**config.mk**
```make
export PLATFORM = sky130hd
export DESIGN_NAME = qrpm_cfg_regs
export DESIGN_NICKNAME = d
export VERILOG_FILES = /design/src/rtl/qrpm_pkg.sv /design/src/rtl/qrpm_cfg_regs.sv
export SDC_FILE = /design/constraint.sdc
export NUM_CORES = 1
export LEC_CHECK = 0
export ABC_CLOCK_PERIOD_IN_PS = 1300
export BUFFER_PORTS_ARGS = -buffer_cell sky130_fd_sc_hd__buf_2
export CAP_MARGIN = 30
export CORE_MARGIN = 1.5
export CORE_UTILIZATION = 50
export CTS_CLUSTER_SIZE = 25
export DETAILED_ROUTE_END_ITERATION = 8
export PLACE_DENSITY = 0.9
export SLEW_MARGIN = 15
export SYNTH_ARGS = -nofsm -noshare
export SYNTH_HDL_FRONTEND = slang
export SYNTH_SLANG_ARGS = --single-unit
```
**constraint.sdc**
```tcl
create_clock -name i_clk -period 1.3 [get_ports i_clk]
set_input_delay 0.26 -clock i_clk [delete_from_list [all_inputs] [get_ports i_clk]]
set_output_delay 0.26 -clock i_clk [all_outputs]
set_load 0.05 [all_outputs]
```
**src/rtl/qrpm_pkg.sv**
```systemverilog
// ----------------------------------------------------------------------------
// qrpm_pkg
// Types and constants shared by the quad region pixel mask blocks.
// ----------------------------------------------------------------------------
package qrpm_pkg;

    localparam int COORD_BITS    = 12;
    localparam int VALUE_BITS    = 8;
    localparam int CFG_ADDR_BITS = 4;

    // signed coordinate difference, signed cross product
    localparam int DIFF_BITS  = COORD_BITS + 1;
    localparam int CROSS_BITS = 2 * DIFF_BITS + 1;
    // sum of four magnitudes, signed difference of two sums
    localparam int SUM_BITS   = CROSS_BITS + 2;
    localparam int DELTA_BITS = SUM_BITS + 1;

    localparam int INSIDE_LIMIT = 4;
    localparam logic [VALUE_BITS-1:0] DETECT_VALUE = VALUE_BITS'(255);

    typedef logic [COORD_BITS-1:0] t_coord;

    typedef enum logic [CFG_ADDR_BITS-1:0] {
        CFG_LEFT_TOP_X     = 4'd0,
        CFG_LEFT_TOP_Y     = 4'd1,
        CFG_RIGHT_TOP_X    = 4'd2,
        CFG_RIGHT_TOP_Y    = 4'd3,
        CFG_LEFT_BOTTOM_X  = 4'd4,
        CFG_LEFT_BOTTOM_Y  = 4'd5,
        CFG_RIGHT_BOTTOM_X = 4'd6,
        CFG_RIGHT_BOTTOM_Y = 4'd7
    } t_cfg_index;

    typedef struct packed {
        t_coord                pixel_x;
        t_coord                pixel_y;
        logic [VALUE_BITS-1:0] pixel_level;
        logic                  frame_end;
    } t_pix_in;

    typedef struct packed {
        logic [VALUE_BITS-1:0] masked_value;
        logic                  pixel_inside;
        logic                  detection_seen;
        logic                  frame_done;
    } t_pix_out;

    typedef struct packed {
        t_coord lt_x;
        t_coord lt_y;
        t_coord rt_x;
        t_coord rt_y;
        t_coord lb_x;
        t_coord lb_y;
        t_coord rb_x;
        t_coord rb_y;
    } t_quad;

    typedef struct packed {
        logic [3:0][CROSS_BITS-1:0] pix;
        logic [1:0][CROSS_BITS-1:0] quad;
        logic [VALUE_BITS-1:0]      value;
        logic                       frame_end;
    } t_cross;

endpackage

```
**src/rtl/qrpm_cfg_regs.sv**
```systemverilog
// ----------------------------------------------------------------------------
// qrpm_cfg_regs
// Quad corner registers, written through a plain write port.
// ----------------------------------------------------------------------------
module qrpm_cfg_regs (
    input  logic                              i_clk,
    input  logic                              i_rst_n,
    input  logic                              i_cfg_we,
    input  logic [qrpm_pkg::CFG_ADDR_BITS-1:0] i_cfg_addr,
    input  qrpm_pkg::t_coord                  i_cfg_wdata,
    output qrpm_pkg::t_quad                   o_quad
);
    import qrpm_pkg::*;

    t_quad r_quad;
    t_quad n_quad;

    always_comb begin
        n_quad = r_quad;
        if (i_cfg_we) begin
            case (t_cfg_index'(i_cfg_addr))
                CFG_LEFT_TOP_X:     n_quad.lt_x = i_cfg_wdata;
                CFG_LEFT_TOP_Y:     n_quad.lt_y = i_cfg_wdata;
                CFG_RIGHT_TOP_X:    n_quad.rt_x = i_cfg_wdata;
                CFG_RIGHT_TOP_Y:    n_quad.rt_y = i_cfg_wdata;
                CFG_LEFT_BOTTOM_X:  n_quad.lb_x = i_cfg_wdata;
                CFG_LEFT_BOTTOM_Y:  n_quad.lb_y = i_cfg_wdata;
                CFG_RIGHT_BOTTOM_X: n_quad.rb_x = i_cfg_wdata;
                CFG_RIGHT_BOTTOM_Y: n_quad.rb_y = i_cfg_wdata;
                default:            n_quad = r_quad;
            endcase
        end
    end

    always_ff @(posedge i_clk) begin
        if (!i_rst_n) begin
            r_quad <= '0;
        end else begin
            r_quad <= n_quad;
        end
    end

    assign o_quad = r_quad;

endmodule

```
==> impl_metrics.toml <==
[cts]
clkTransAtPathRegs_ns = 0.09
clock-sinks = 96
cts_tree = "done"
ctsHoldBuffers = 0
cts_setup_buffers = 0
cts_root_buffer = "clkbuf_8"
worstSkewPairLatency_ns = 0.35
htree_levels = 3
cts_buffers = 9
clockBufferDepth = 2
cts_resized = 0

[setup_path]
max_stage_delay_ns = 0.37
cp_max_fo = 2
critPathBufInv = 1
crit_type = "flop to output port"
rrSetupSlack_ns = 0.64
r2r_end = "o_quad[91]"
crit_path_start = "o_quad[53]"
cp.depth = 1
crit_path_end = "o_quad[53]"
cp.arrival_ns = 1.00
r2r_cells = 2
r2r-start = "o_quad[91]"
end_kind = "output port"
cpMaxStageDelayCell = "dfxtp_1"
worstPathRequired_ns = 1.04
cp-start-kind = "flop"
crit_chain = "buf_2"
cp_top_family = "flip-flops"

[power_and_ir_drop]
leakage_nw = 2.29
power_density_nw_per_um2 = 1190
ir_drop_mv = 0.697

[timing]
drv_slew = 0
fin_tns_setup_ns = 0
finalClockSkew_ns = 0
whs_ns = 0.332
period_share_pct = 96.9
min_period_ns = 1.26
tightest_slew_ns = 0.483
relSlewSlack_pct = 67.8
rsz0062_at_grt = "false"
setup_ws_ns = 0.0405
fmax_mhz = 794
setup_violations = 0
hold_viol = 0

[place]
portBuffers = 114
dp_hpwl_um = 6070
dp_worst_setup_slack_ns = -0.0258
gp_congestion = 0.745

[drt]
first_pass_iters = 4
wl_per_cell_um = 15.5
viasPerCell = 4.96
first_iter_violations = 112
drc = 0
vias = 2748
wirelength_um = 8600
ant_nets = 0

[run]
cap_viol_max_count = 0

[grt]
grt_pass1_wl_um = 13100
grt_antenna_before_repair = 0
grt_pass1_vias = 2560
grt_usage_pct = 23.0
grt.overflow.total = 0
grt.met3_usage_pct = 4.55
grt_max_degree = 34
use_met1_pct = 31.4
use_met2_pct = 36.2
top_usage_layer = "met2"

[synth]
yosysTopAreaCellShare_pct = 54.2
ys_seq_area_share_pct = 54.2
synth_seq_cells = 96
synth.area.top_cells = "dfxtp_1 54%, mux2i_1 27%, nand2_1 12%, buf_6 1.6%, nor3b_4 1.6%"
synth_top_cell_by_area = "dfxtp_1"
synth_area_per_cell_um2 = 10.7
synth_cells = 333
netlist_area_um2 = 3550
syn-num-nets = 352
yosysWarningCount = 0
synth.distinct_cells = 15

[final_layout]
drive_above_1_share_pct = 32.8
fin_nets = 472
antenna_cells = 0
final_util_pct = 65.7
syn_to_final_growth_pct = 26.6
largest_reg_flops = 96

[die]
die_height_um = 87.2
die_w_um = 87.2
core_um2 = 6830
die-area_um2 = 7610
ios = 115
rows = 30
start_util_pct = 51.9

[hold_path]
worstHoldPathType = "input port to flop"

[run_status]
outcome = "complete, no violations"
synth_stat cells (all sizes together):
cell and count:
nand3b 3, nand2 110, and3 1, clkbuf 7
nor2 2, buf 14, dfxtp 96, nor3b 3
mux2i 96, nand2b 1
how the worst min path moves through the flow:
stage	startpoint	end	slack [ns]	depth (start not counted)
detailed placement	o_quad[7]	o_quad[7]	0.44	2
global route	i_cfg_wdata[10]	o_quad[34]	0.33	4
finish	i_rst_n	o_quad[18]	0.33	3
global placement	o_quad[34]	o_quad[34]	0.44	2
CTS	i_rst_n	o_quad[7]	0.31	3
floorplan	i_cfg_addr[1]	o_quad[24]	0.45	2
per-stage QoR:
step / power (mW) / instance area (um2) / cells
2_1_floorplan: 3.36 / 3550 / 333
3_3_place_gp: 3.51 / 4300 / 538
3_5_place_dp: 3.52 / 4300 / 538
4_1_cts: 5.40 / 4490 / 554
5_1_grt: 5.55 / 4490 / 554
6_report: 5.36 / 4490 / 554
logic make-up after synthesis:
group	Yosys count	synth area share (%)
multiplexers	96	27.1
flip-flops	96	54.2
buffers and inverters	21	3.98
AND/OR/NAND/NOR	120	14.8
where the power goes:
group | switching [mW] | total [mW] | internal, mW
combinational | 0.330 | 0.457 | 0.128
sequential | 0.0208 | 3.00 | 2.98
clock | 1.02 | 1.91 | 0.889
total | 1.37 | 5.36 | 3.99
routing by layer:
metal  wire length (um)  vias up
met4                 76        0
met5                  0        -
met1               3950     1323
met3                483        6
met2               4090       82
li1                   -     1337
placed cells by master (no fill, tap or decap):
cell type   instances
buf_12              6
bufinv_16           1
clkinvlp_4          3
dfxtp_1            96
buf_4              11
and3_1              1
clkinv_2            2
nor3b_4             3
nand2_1           110
buf_2             113
inv_6               1
nand3b_1            2
nand2b_1            1
nor2_1              2
nand3b_4            1
mux2i_1            96
clkbuf_8            9
area by class of cell:
class                   count  area [um2]
multi-input cells         216        1490
clock buffers               9         124
fillers                   574        2340
flip-flops and latches     96        1920
repair buffers            130         768
well taps                  96         120
clock inverters             7        71.3
tightest hold or removal path, delay by kind of cell:
family / cells / cell delay, ns
and+or+nand+nor: 1 / 0.10
buffers and inverters: 1 / 0.22
muxes: 1 / 0.05
(Power assumes the default switching activity.)
