**config.mk**
```make
export PLATFORM = sky130hd
export DESIGN_NAME = qrpm_test_stage
export DESIGN_NICKNAME = d
export VERILOG_FILES = /design/src/rtl/qrpm_pkg.sv /design/src/rtl/qrpm_test_stage.sv
export SDC_FILE = /design/constraint.sdc
export NUM_CORES = 1
export LEC_CHECK = 0
export BUFFER_PORTS_ARGS = -buffer_cell sky130_fd_sc_hd__buf_2
export CAP_MARGIN = 20
export CORE_AREA = 2 2 129 131
export CTS_BUF_LIST = sky130_fd_sc_hd__clkbuf_8
export CTS_CLUSTER_DIAMETER = 80
export DETAILED_ROUTE_END_ITERATION = 6
export DIE_AREA = 0 0 131 133
export HOLD_SLACK_MARGIN = 0.15
export PLACE_DENSITY = 0.9
export SYNTH_ARGS = -nofsm -noshare
export SYNTH_HDL_FRONTEND = slang
export SYNTH_SLANG_ARGS = --single-unit
export TNS_END_PERCENT = 5
```
**constraint.sdc**
```tcl
create_clock -name i_clk -period 8.95 [get_ports i_clk]
set_input_delay 0.895 -clock i_clk [delete_from_list [all_inputs] [get_ports i_clk]]
set_output_delay 0.895 -clock i_clk [all_outputs]
set_load 0.05 [all_outputs]
```
**src/rtl/qrpm_pkg.sv**
```systemverilog
// ----------------------------------------------------------------------------
// qrpm_pkg
// Types and constants shared by the quad region pixel mask blocks.
// ----------------------------------------------------------------------------
package qrpm_pkg;

    localparam int COORD_BITS    = 12;
    localparam int VALUE_BITS    = 8;
    localparam int CFG_ADDR_BITS = 4;

    // signed coordinate difference, signed cross product
    localparam int DIFF_BITS  = COORD_BITS + 1;
    localparam int CROSS_BITS = 2 * DIFF_BITS + 1;
    // sum of four magnitudes, signed difference of two sums
    localparam int SUM_BITS   = CROSS_BITS + 2;
    localparam int DELTA_BITS = SUM_BITS + 1;

    localparam int INSIDE_LIMIT = 4;
    localparam logic [VALUE_BITS-1:0] DETECT_VALUE = VALUE_BITS'(255);

    typedef logic [COORD_BITS-1:0] t_coord;

    typedef enum logic [CFG_ADDR_BITS-1:0] {
        CFG_LEFT_TOP_X     = 4'd0,
        CFG_LEFT_TOP_Y     = 4'd1,
        CFG_RIGHT_TOP_X    = 4'd2,
        CFG_RIGHT_TOP_Y    = 4'd3,
        CFG_LEFT_BOTTOM_X  = 4'd4,
        CFG_LEFT_BOTTOM_Y  = 4'd5,
        CFG_RIGHT_BOTTOM_X = 4'd6,
        CFG_RIGHT_BOTTOM_Y = 4'd7
    } t_cfg_index;

    typedef struct packed {
        t_coord                pixel_x;
        t_coord                pixel_y;
        logic [VALUE_BITS-1:0] pixel_level;
        logic                  frame_end;
    } t_pix_in;

    typedef struct packed {
        logic [VALUE_BITS-1:0] masked_value;
        logic                  pixel_inside;
        logic                  detection_seen;
        logic                  frame_done;
    } t_pix_out;

    typedef struct packed {
        t_coord lt_x;
        t_coord lt_y;
        t_coord rt_x;
        t_coord rt_y;
        t_coord lb_x;
        t_coord lb_y;
        t_coord rb_x;
        t_coord rb_y;
    } t_quad;

    typedef struct packed {
        logic [3:0][CROSS_BITS-1:0] pix;
        logic [1:0][CROSS_BITS-1:0] quad;
        logic [VALUE_BITS-1:0]      value;
        logic                       frame_end;
    } t_cross;

endpackage

```
**src/rtl/qrpm_test_stage.sv**
```systemverilog
// ----------------------------------------------------------------------------
// qrpm_test_stage
// Area sums, inside compare, masking and detection flag into the result register.
// ----------------------------------------------------------------------------
module qrpm_test_stage (
    input  logic               i_clk,
    input  logic               i_rst_n,
    input  logic               i_valid,
    output logic               o_ready,
    input  qrpm_pkg::t_cross   i_data,
    output logic               o_valid,
    input  logic               i_ready,
    output qrpm_pkg::t_pix_out o_data
);
    import qrpm_pkg::*;

    logic                         r_out_valid;
    t_pix_out                     r_out;
    t_pix_out                     n_out;
    logic                         r_hit_flag;
    logic                         n_hit_flag;
    logic                         adv;
    logic [3:0][CROSS_BITS-1:0]   pix_mag;
    logic [1:0][CROSS_BITS-1:0]   quad_mag;
    logic [SUM_BITS-1:0]          pix_sum;
    logic [SUM_BITS-1:0]          quad_sum;
    logic signed [DELTA_BITS-1:0] delta;
    logic signed [DELTA_BITS-1:0] limit;
    logic                         in_quad;
    logic                         seen;

    assign adv   = !r_out_valid || i_ready;
    assign limit = DELTA_BITS'(INSIDE_LIMIT);

    always_comb begin
        for (int k = 0; k < 4; k++) begin
            pix_mag[k] = i_data.pix[k][CROSS_BITS-1] ? (~i_data.pix[k] + 1'b1)
                                                      : i_data.pix[k];
        end
        for (int k = 0; k < 2; k++) begin
            quad_mag[k] = i_data.quad[k][CROSS_BITS-1] ? (~i_data.quad[k] + 1'b1)
                                                        : i_data.quad[k];
        end
        pix_sum  = SUM_BITS'(pix_mag[0]) + SUM_BITS'(pix_mag[1])
                 + SUM_BITS'(pix_mag[2]) + SUM_BITS'(pix_mag[3]);
        quad_sum = SUM_BITS'(quad_mag[0]) + SUM_BITS'(quad_mag[1]);
        delta    = $signed({1'b0, quad_sum}) - $signed({1'b0, pix_sum});
        in_quad  = (delta < limit) && (delta > -limit);
        seen     = r_hit_flag || (in_quad && (i_data.value == DETECT_VALUE));

        n_out.masked_value   = in_quad ? i_data.value : '0;
        n_out.pixel_inside   = in_quad;
        n_out.detection_seen = seen;
        n_out.frame_done     = i_data.frame_end;
        n_hit_flag           = i_data.frame_end ? 1'b0 : seen;
    end

    always_ff @(posedge i_clk) begin
        if (!i_rst_n) begin
            r_out_valid <= 1'b0;
            r_hit_flag  <= 1'b0;
        end else if (adv) begin
            r_out_valid <= i_valid;
            if (i_valid) begin
                r_hit_flag <= n_hit_flag;
            end
        end
    end

    always_ff @(posedge i_clk) begin
        if (adv && i_valid) begin
            r_out <= n_out;
        end
    end

    assign o_ready = adv;
    assign o_valid = r_out_valid;
    assign o_data  = r_out;

    a_flag_clears_at_frame_end: assert property (
        @(posedge i_clk) disable iff (!i_rst_n)
        (i_valid && o_ready && i_data.frame_end) |=> !r_hit_flag
    ) else $error("hit flag not cleared after frame end");

    a_outside_is_zero: assert property (
        @(posedge i_clk) disable iff (!i_rst_n)
        (o_valid && (o_data.masked_value != '0)) |-> o_data.pixel_inside
    ) else $error("nonzero value passed while outside");

    a_detect_reported: assert property (
        @(posedge i_clk) disable iff (!i_rst_n)
        (o_valid && o_data.pixel_inside && (o_data.masked_value == DETECT_VALUE))
            |-> o_data.detection_seen
    ) else $error("inside detection not reported");

    a_flag_rise_reported: assert property (
        @(posedge i_clk) disable iff (!i_rst_n)
        $rose(r_hit_flag) |-> (o_valid && o_data.detection_seen && !o_data.frame_done)
    ) else $error("hit flag set without a reported detection");

endmodule

```
==> results of run 1 <==
==> synthesized netlist by cell type (all sizes together) (4+ instances only) <==
cell type	count
o41ai	22
nor3	15
xnor2	71
a211oi	7
nand2	86
mux2i	7
nand2b	13
a21o	16
o211a	5
nand3	15
clkbuf	35
a21boi	6
a31oi	5
o31ai	35
inv	161
nor4b	4
o211ai	9
nor2	43
a21oi	39
a2111oi	4
nor2b	13
xor2	89
or4b	4
and2	9
or4	39
nor4	15
nand4	18
ha	35
and3	5
edfxtp	11
or3	23
nand4b	5
o21ai	72
or2	8
o2111ai	4
fa	108
==> area by class of cell <==
cell class / instances / area (um2) / share of cell area, %
Timing Repair Buffer: 192 / 973 / 9.89
Clock buffer: 3 / 41.3 / 0.420
Inverter: 161 / 604 / 6.14
Tap cell: 220 / 275 / 2.80
Clock inverter: 1 / 3.75 / 0.0381
Antenna cell: 1 / 2.50 / 0.0254
Multi-Input combinational cell: 883 / 7570 / 76.9
Sequential cell: 13 / 370 / 3.76
==> per-layer routing <==
metal	global-route usage [%]	vias to the layer above
met2	51.6	349
met3	2.79	75
met4	11.4	0
met5	0	-
met1	37.0	4114
li1	-	4132
==> worst register-to-register path: cells and delay by family (launching register included) <==
kind,cells,cell delay (ps)
flip-flops,1,320
AO/OA/AOI/OAI,2,200
AND/OR/NAND/NOR,5,850
==> worst max path at each step <==
stage	startpoint	end	slack, ps	cells after the start
5_1_grt	i_data[9]	o_data[1]	50	27
6_report	i_data[9]	o_data[1]	500	27
3_5_place_dp	i_data[9]	o_data[1]	310	27
2_1_floorplan	i_data[9]	o_data[1]	940	26
3_3_place_gp	i_data[9]	o_data[1]	460	26
4_1_cts	i_data[9]	o_data[1]	560	27
==> logic make-up after synthesis <==
kind of cell	count (synthesis)	share of synthesized area [%]
buffers and inverters	198	8.59
AND/OR/NAND/NOR	322	20.6
XOR/XNOR	160	16.1
flip-flops	13	4.26
adder cells (fa/ha/maj)	143	29.9
multiplexers	9	1.07
AO/OA/AOI/OAI	249	19.4
==> metrics by stage <==
step | setup WS [ps] | instance area [um2]
6_report | 501 | 9840
3_5_place_dp | 313 | 9790
4_1_cts | 559 | 9840
3_3_place_gp | 455 | 9790
5_1_grt | 54.7 | 9840
2_1_floorplan | 937 | 8680
==> registers in the layout (all words and copies together), names as in the netlist <==
name,count
o_data,11
o_valid,1
r_hit_flag,1
==> results.toml, run 1 <==
[run_status]
run_status = "complete, no violations"

[yosys]
synth_top_area_cell = "fa_1"
syn_area_um2 = 8680
synth_nets = 1412
ys_warn_count = 0
syn-instance-count = 1094
yosysUniqueCellTypes = 65
synth_edf_count = 11
syn_avg_cell_area_um2 = 7.94
async_reset_ff_share_pct = 0
yosysSeqAreaShare_pct = 4.26
synth_ff_type = "edfxtp_1"
yosysTopAreaCellShare_pct = 24.9
ys_ff_latch = 13
synthTopCellsByArea = "fa_1 25%, xor2_1 9.0%, xnor2_1 7.2%, inv_1 7.0%, ha_1 5.0%"

[critical_path]
rr_startpoint = "o_valid"
crit_slowest_cell = "or4_1"
arrival_ps = 8500
critPathMaxStageDelay_ps = 580
crit_top_cell = "or4_1"
critical_path.top_delay_family = "simple AND/OR/NAND/NOR gates"
crit_path_start_kind = "input pin"
cp.buffers_inverters = 4
cp_max_fo = 12
rrSetupSlack_ps = 7510
required_ps = 9010
reg2regPathDepth = 7
r2r_end = "r_hit_flag"
endpoint_kind = "flop"
crit_type = "input pin to flop"

[detailed_routing]
drtAntennaViolNets = 0
drt-total-wl_um = 25300
first_pass_iters = 6
top_layer = "met4"
met2_length_um = 12500
drtIter0Drc = 654
avgRoutedWirePerCell_um = 17.2
met3_length_um = 1390
via_per_inst = 5.88
drc = 0
wl_met1_um = 10300
via_count = 8670

[sta]
slew-limit-headroom_pct = 44.4
grt_setup_unrepaired = "false"
whs_ps = 516
fin_skew_ps = 1.18
final.setup.tns_ps = 0
tightest_slew_ps = 825
finalMaxSlewViolations = 0
max_freq_mhz = 118
setup_viol = 0
min_period_ps = 8450
hold_viol_final = 0
period_share_pct = 94.4

[cts]
clk_latency_ps = 240
clkSinkCount = 13
clk_path_buf_depth = 2
clk_pin_slew_ps = 50
cts_setup_buffers = 0
ctsHoldBuffers = 0
htreeDepth = 1
cts-buffers-inserted = 3
cts_root_buf = "clkbuf_8"
cts_resized = 0
cts_tree = "built"

[die]
fp-row-count = 47
die_h_um = 133
core_area_um2 = 16200
dieArea_um2 = 17400
boundaryPins = 188
die-width_um = 131
initial_core_util_pct = 53.7

[layout]
mostFrequentLayoutCells = "187 x buf_2, 162 x inv_1, 108 x fa_1"
layout_commonest_cell = "buf_2"
final_util_pct = 60.8
nets = 1572
drive_above_1_share_pct = 17.5
nFillCells = 1425
final_cells = 1474
syn2layout_area_growth_pct = 13.3

[global_route]
grt_pass1_vias = 8632
grt_usage_pct = 29.4
antenna_found_initial = 1
overflow = 0
grt_pass1_wl_um = 41100
grt_max_degree = 28

[worst_hold_path]
hold_depth = 2
holdCritPathClass = "flop to flop"
hp-start = "r_hit_flag"
holdPathEnd = "o_data[1]"

[placed_design]
hpwl_um = 22100
place_inst = 1469
gp_congestion = 0.965
portBuffers = 187

[job]
maxCapViolCount = 0
Power of run 1 is not shown: default switching activity piles up to over one toggle a cycle in this logic, so the estimate is an artifact.
==> run 2: changes to the inputs <==
- clock period: 8.95 -> 9.84 ns (I/O delays scaled with it)
==> run 2 against run 1 <==
  * Cell count shrank 0.41%
  * Design area fell by 0.41%
  * Global-route usage shrank 0.40 points
  * Sequential share of layout area hardly changed
  * Critical path depth unchanged
  * Utilization down 0.25 points
  * Critical endpoint unchanged
  * Non-clock buffer count fell by 5
  * Flip-flop and latch count did not move
  * Worst hold slack got worse by 0.57 ps
  * Via count barely moved
  * Clock-buffer cell count unchanged
  * Clock skew barely moved
==> results.toml, run 2 (same netlist as run 1, synthesis figures left out) <==
[run_status]
run_status = "complete, no violations"

[layout]
final_cells = 1468
layout_commonest_cell = "buf_2"
nets = 1567
mostFrequentLayoutCells = "187 x buf_2, 162 x inv_1, 108 x fa_1"
largest_reg_flops = 11
syn2layout_area_growth_pct = 12.8
drive_above_1_share_pct = 17.1
nFillCells = 1432
diodes = 0

[critical_path]
required_ps = 9900
crit_top_cell = "or4_1"
endpoint_kind = "flop"
critical_path.top_delay_family = "simple AND/OR/NAND/NOR gates"
crit_slowest_cell = "or4_1"
crit_path_start_kind = "input pin"
critPathMaxStageDelay_ps = 580
cp_max_fo = 12
arrival_ps = 8880
cp.buffers_inverters = 4
crit_type = "input pin to flop"

[detailed_routing]
drc = 0
via_per_inst = 5.91
drtAntennaViolNets = 0
avgRoutedWirePerCell_um = 16.8
drtIter0Drc = 544
drt-total-wl_um = 24600
first_pass_iters = 5
via_count = 8669

[sta]
period_share_pct = 89.6
layout_setup_ws_ps = 1020
min_period_ps = 8820
max_freq_mhz = 113
grt_setup_unrepaired = "false"
final.setup.tns_ps = 0
hold_viol_final = 0
tightest_slew_ps = 871
setup_viol = 0
finalMaxSlewViolations = 0
fin_skew_ps = 0.901
slew-limit-headroom_pct = 41.9

[placed_design]
place_inst = 1464
pre_cts_ws_ps = 844
hpwl_um = 21600
gp_congestion = 0.965
portBuffers = 187

[global_route]
grt_pass1_vias = 8509
grt_pass1_wl_um = 40800
busiest_layer = "met2"
antenna_found_initial = 0
grt_util_met1_pct = 37.5
overflow = 0
grt_usage_pct = 29.0
grt_util_met3_pct = 2.87
grt_util_met2_pct = 49.6
grt_max_degree = 28

[cts]
htreeDepth = 1
clk_pin_slew_ps = 50
cts-buffers-inserted = 3
cts_tree = "built"
cts_setup_buffers = 0
cts_root_buf = "clkbuf_8"
clk_latency_ps = 240
clk_path_buf_depth = 2
clkSinkCount = 13
ctsHoldBuffers = 0
cts_resized = 0

[worst_hold_path]
holdCritPathClass = "flop to flop"

[die]
boundaryPins = 188
dieArea_um2 = 17400
core_area_um2 = 16200
die_h_um = 133
initial_core_util_pct = 53.7
die-width_um = 131
fp-row-count = 47

[job]
maxCapViolCount = 0
run 2: path summary, 6_finish.rpt:
kind | from | endpoint | slack (ps) | depth (start not counted)
max | i_data[9] | o_data[1] | 1020 | 27
min | r_hit_flag | o_data[1] | 520 | 2
max reg2reg | o_valid | r_hit_flag | 8400 | 7
min reg2reg | r_hit_flag | o_data[1] | 520 | 2
run 2: final cells by class:
class	count	area, um2	area share, %
timing repair buffer	187	936	9.55
inverter	161	604	6.17
clock inverter	1	3.75	0.0383
sequential	13	370	3.78
clock buffer	3	41.3	0.421
tap	220	275	2.81
multi-input combinational	883	7570	77.2
run 2: worst min-delay path, cell delays in order (launching register included):
cell	delay, ps
dfxtp_1	310
inv_1	50
o41ai_2	40
run 2: per-layer routing:
layer | part of all wire [%] | up-vias
li1 | - | 4126
met1 | 40 | 4098
met2 | 49 | 369
met3 | 6.5 | 76
met4 | 4.5 | 0
met5 | 0 | -
run 2: stage by stage:
step,util [%],hold slack (ps),area [um2]
CTS,60.6,517,9800
finish,60.6,515,9800
global route,60.6,541,9800
global placement,60.3,474,9750
floorplan,-,463,8680
detailed placement,60.3,503,9750
Power of run 2 is left out for the same reason.
